<file path="src/hdl/iphs_pkg.sv">
// ----------------------------------------------------------------------------
// iphs_pkg
// Shared types and constants of the IPv4 address hash set.
// ----------------------------------------------------------------------------
package iphs_pkg;

    localparam int ADDR_W = 32;

    typedef enum logic [1:0] {
        OP_INSERT = 2'd0,
        OP_DELETE = 2'd1,
        OP_LOOKUP = 2'd2,
        OP_NONE   = 2'd3
    } t_op;

    typedef enum logic [2:0] {
        ST_CLEAR,
        ST_IDLE,
        ST_HASH,
        ST_READ,
        ST_CHECK
    } t_state;

    // one slot of a bucket
    typedef struct packed {
        logic              valid;
        logic [ADDR_W-1:0] addr;
    } t_slot;

endpackage

</file>
<file path="src/hdl/iphs_mod_unit.sv">
// ----------------------------------------------------------------------------
// iphs_mod_unit
// Remainder of a 32-bit word by a constant divisor in three registered
// steps: fold the upper half, reciprocal multiply, subtract.
// ----------------------------------------------------------------------------
module iphs_mod_unit
    import iphs_pkg::*;
#(
    parameter int DIVISOR = 64
) (
    input  logic              i_clk,
    input  logic              i_rst_n,
    input  logic              i_start,
    input  logic [ADDR_W-1:0] i_dividend,
    output logic              o_done,
    output logic [(DIVISOR > 1 ? $clog2(DIVISOR) : 1)-1:0] o_remainder
);

    localparam int OUT_W   = (DIVISOR > 1) ? $clog2(DIVISOR) : 1;
    localparam int LOG_D   = $clog2(DIVISOR);
    localparam int HALF_W  = ADDR_W / 2;
    // hi * (2^HALF_W mod DIVISOR) + lo stays below 2^FOLD_W
    localparam int FOLD_W  = HALF_W + OUT_W + 1;
    localparam int SHIFT   = FOLD_W + LOG_D;
    localparam int RECIP_W = FOLD_W + 1;
    localparam int PROD_W  = FOLD_W + RECIP_W;
    localparam logic [63:0] HI_WEIGHT = (64'd1 << HALF_W) % 64'(DIVISOR);
    // rounded-up reciprocal, exact for every folded value
    localparam logic [63:0] RECIP =
        ((64'd1 << SHIFT) + 64'(DIVISOR) - 64'd1) / 64'(DIVISOR);

    logic              r_fold_vld;
    logic              r_quot_vld;
    logic              r_done;
    logic [FOLD_W-1:0] r_fold, n_fold;
    logic [FOLD_W-1:0] r_quot, n_quot;
    logic [OUT_W-1:0]  r_rem, n_rem;
    logic [PROD_W-1:0] prod;
    logic [FOLD_W-1:0] rem_full;

    always_comb begin
        n_fold   = FOLD_W'(i_dividend[ADDR_W-1:HALF_W]) * FOLD_W'(HI_WEIGHT)
                 + FOLD_W'(i_dividend[HALF_W-1:0]);
        prod     = PROD_W'(r_fold) * PROD_W'(RECIP);
        n_quot   = FOLD_W'(prod >> SHIFT);
        rem_full = r_fold - (r_quot * FOLD_W'(DIVISOR));
        n_rem    = OUT_W'(rem_full);
    end

    always_ff @(posedge i_clk) begin
        if (!i_rst_n) begin
            r_fold_vld <= 1'b0;
            r_quot_vld <= 1'b0;
            r_done     <= 1'b0;
        end else begin
            r_fold_vld <= i_start;
            r_quot_vld <= r_fold_vld;
            r_done     <= r_quot_vld;
        end
        if (i_start) begin
            r_fold <= n_fold;
        end
        if (r_fold_vld) begin
            r_quot <= n_quot;
        end
        if (r_quot_vld) begin
            r_rem <= n_rem;
        end
    end

    assign o_done      = r_done;
    assign o_remainder = r_rem;

endmodule

</file>
<file path="config.mk">
export PLATFORM = sky130hd
export DESIGN_NAME = iphs_mod_unit
export DESIGN_NICKNAME = d
export VERILOG_FILES = /design/src/hdl/iphs_pkg.sv /design/src/hdl/iphs_mod_unit.sv
export SDC_FILE = /design/constraint.sdc
export NUM_CORES = 1
export LEC_CHECK = 0
export BUFFER_PORTS_ARGS = -buffer_cell sky130_fd_sc_hd__clkbuf_2
export CORE_AREA = 2 2 40 42
export DETAILED_ROUTE_END_ITERATION = 10
export DIE_AREA = 0 0 42 44
export GPL_ROUTABILITY_DRIVEN = 0
export PLACE_DENSITY = 0.66
export SYNTH_ARGS = -nofsm -noshare
export SYNTH_HDL_FRONTEND = slang
export SYNTH_SLANG_ARGS = --single-unit
</file>
<file path="constraint.sdc">
create_clock -name i_clk -period 1.2 [get_ports i_clk]
set_clock_uncertainty 0.15 [all_clocks]
set_input_delay 0.24 -clock i_clk [delete_from_list [all_inputs] [get_ports i_clk]]
set_output_delay 0.24 -clock i_clk [all_outputs]
set_load 0.02 [all_outputs]
</file>
==> impl_metrics.py <==
metrics = {
    "global_route": {
        "grt_use_total_pct": 7.17,
        "grt_max_degree": 10,
        "antenna_found_initial": 0,
        "grt_pass1_vias": 243,
        "grt_pass1_wl_um": 897,
        "grt-ovfl-total": 0,
    },
    "setup_path": {
        "cp_cell_sequence": "buf_6",
        "end_kind": "primary output",
        "worstPathRequired_ns": 0.81,
        "start_kind": "register",
        "critPathKind": "register to primary output",
        "timing.rr.end": "o_remainder[5]",
        "path_buf_inv": 1,
        "rr_worst_depth": 0,
        "r2r_start": "r_quot_vld",
        "path_max_fanout": 1,
        "rrSetupSlack_ns": 0.28,
        "max_stage_delay_ns": 0.39,
        "worstPathArrival_ns": 0.81,
        "startpoint": "o_remainder[0]",
        "crit_slowest_cell": "edfxtp_1",
        "cp_top_family": "flip-flops",
    },
    "sta": {
        "worstMarginPinSlew_ns": 0.252,
        "finalSetupViolations": 0,
        "slew_headroom_pct": 83.2,
        "min_period_ns": 1.20,
        "hold_violations": 0,
        "drv_slew": 0,
        "timing.hold.ws_ns": 0.0413,
        "rsz0062_at_grt": "true",
        "fmax_mhz": 837,
        "timing.final.crit_share_pct": 99.6,
    },
    "synth": {
        "synthesis.area_um2": 439,
        "syn_avg_cell_area_um2": 24.4,
        "yosys_warnings": 0,
        "synth-seq-area-share_pct": 95.7,
        "synth_nets": 53,
        "synthDistinctLibCells": 3,
        "synth_seq_cells": 15,
        "syn_inst": 18,
    },
    "finish": {
        "layout_common_cells": "12 x edfxtp_1, 9 x clkbuf_2, 6 x dlygate4sd3_1",
        "area_growth_pct": 45.9,
        "multiInputGateArea_um2": 18.8,
        "final_common_cell": "edfxtp_1",
        "antenna_cells": 0,
        "ff_latch_area_um2": 420,
        "nFillCells": 127,
        "final_nets": 79,
        "fin_area_um2": 641,
        "fin_util_pct": 45.1,
        "drive_gt1_share_pct": 44.2,
    },
    "floorplanning": {
        "core_um2": 1420,
        "die_w_um": 42,
        "die_y_um": 44,
        "initial_core_util_pct": 31.0,
        "core.rowCount": 14,
        "fp.dieArea_um2": 1850,
        "ios": 42,
    },
    "route": {
        "drtIter0Drc": 0,
        "final_antenna_net_count": 0,
        "routed_via_density": 3.78,
        "vias": 223,
        "drc_errors": 0,
        "routed_wl_um": 525,
        "drtPass1Iterations": 1,
        "detail_route.wl_per_cell_um": 8.90,
    },
    "clock_network": {
        "clock_sinks": 15,
        "cts_buffers": 3,
        "postCtsSetupBuffers": 0,
        "htree_levels": 1,
        "cts.clk_slew.worst_paths_ns": 0.08,
        "cts_tree": "yes",
        "clk_latency_ns": 0.27,
        "clock_path_buffers": 2,
        "cts-root-buf": "clkbuf_4",
    },
    "power_and_ir_drop": {
        "p_per_area_nw_per_um2": 1440,
        "pwr-share-clk_pct": 29.0,
        "p_switching_mw": 0.174,
        "switching_share_pct": 18.9,
        "fin_total_pwr_mw": 0.921,
        "pwr-share-seq_pct": 65.2,
        "power.share.combinational_pct": 5.7,
        "p_leak_nw": 0.257,
        "p_int_mw": 0.747,
        "vdd_drop_max_v": 0.000588,
    },
    "hold_path": {
        "min_to": "o_done",
        "min_path_cells": 2,
        "hold_class": "input pin to register",
        "worstHoldStart": "i_rst_n",
    },
    "place": {
        "place_area_um2": 534,
        "io_buffers": 15,
    },
    "outcome": {
        "status": "complete, no violations",
    },
    "run": {
        "cap_viol_max_count": 0,
    },
}
==> synthesized netlist by cell type <==
cell type,count,area [µm²]
dfxtp_1,3,60.1
edfxtp_1,12,360
and2_1,3,18.8
==> logic make-up after synthesis <==
group	count (synthesis)	synth area share [%]
AND/OR/NAND/NOR	3	4.27
flip-flops	15	95.7
==> timing repair <==
item,4_1_cts,5_1_grt
setup endpoints to repair,2,6
hold endpoints to repair,6,0
hold buffers,6,0
resized for setup,0,12
==> stage by stage <==
stage / instances / setup slack [ns] / setup TNS, ns
after global placement: 49 / 0.282 / 0
after global routing: 59 / -0.0447 / -0.161
final: 59 / 0.00476 / 0
after CTS: 59 / -0.00577 / -0.0109
after detailed placement: 49 / 0.279 / 0
after floorplan: 18 / 0.321 / 0
==> worst max-delay path by stage <==
stage	to	cells after the start
2_1_floorplan	o_remainder[0]	0
3_3_place_gp	o_remainder[1]	0
3_5_place_dp	o_remainder[1]	0
4_1_cts	o_remainder[0]	1
5_1_grt	o_remainder[2]	1
6_report	o_remainder[0]	1
==> state kept, by name (all words and copies together), names as in the netlist <==
name and flops:
o_remainder 6, r_fold 6, o_done 1, r_fold_vld 1, r_quot_vld 1
==> metal layers <==
metal / track usage (%) / share of wire, %
met3: 3.33 / 9.9
met1: 5.74 / 36
met4: 7.74 / 0
met2: 12.2 / 54
met5: 0 / 0
==> cell type report <==
class	instances	share of cell area [%]
Multi-Input combinational cell	3	2.93
Sequential cell	15	65.6
Timing Repair Buffer	21	24.0
Tap cell	16	3.13
Clock inverter	1	0.781
Clock buffer	3	3.52
==> power by group through the flow <==
| stage | Clock [mW] | Combinational [mW] | Sequential (mW) |
|---|---|---|---|
| after floorplan | 0 | 0.00242 | 0.620 |
| after global placement | 0 | 0.0336 | 0.612 |
| after detailed placement | 0 | 0.0343 | 0.613 |
| after CTS | 0.277 | 0.0492 | 0.601 |
| after global routing | 0.301 | 0.0576 | 0.604 |
| final | 0.267 | 0.0529 | 0.601 |
No activity file was read; power rests on OpenSTA's default activity.
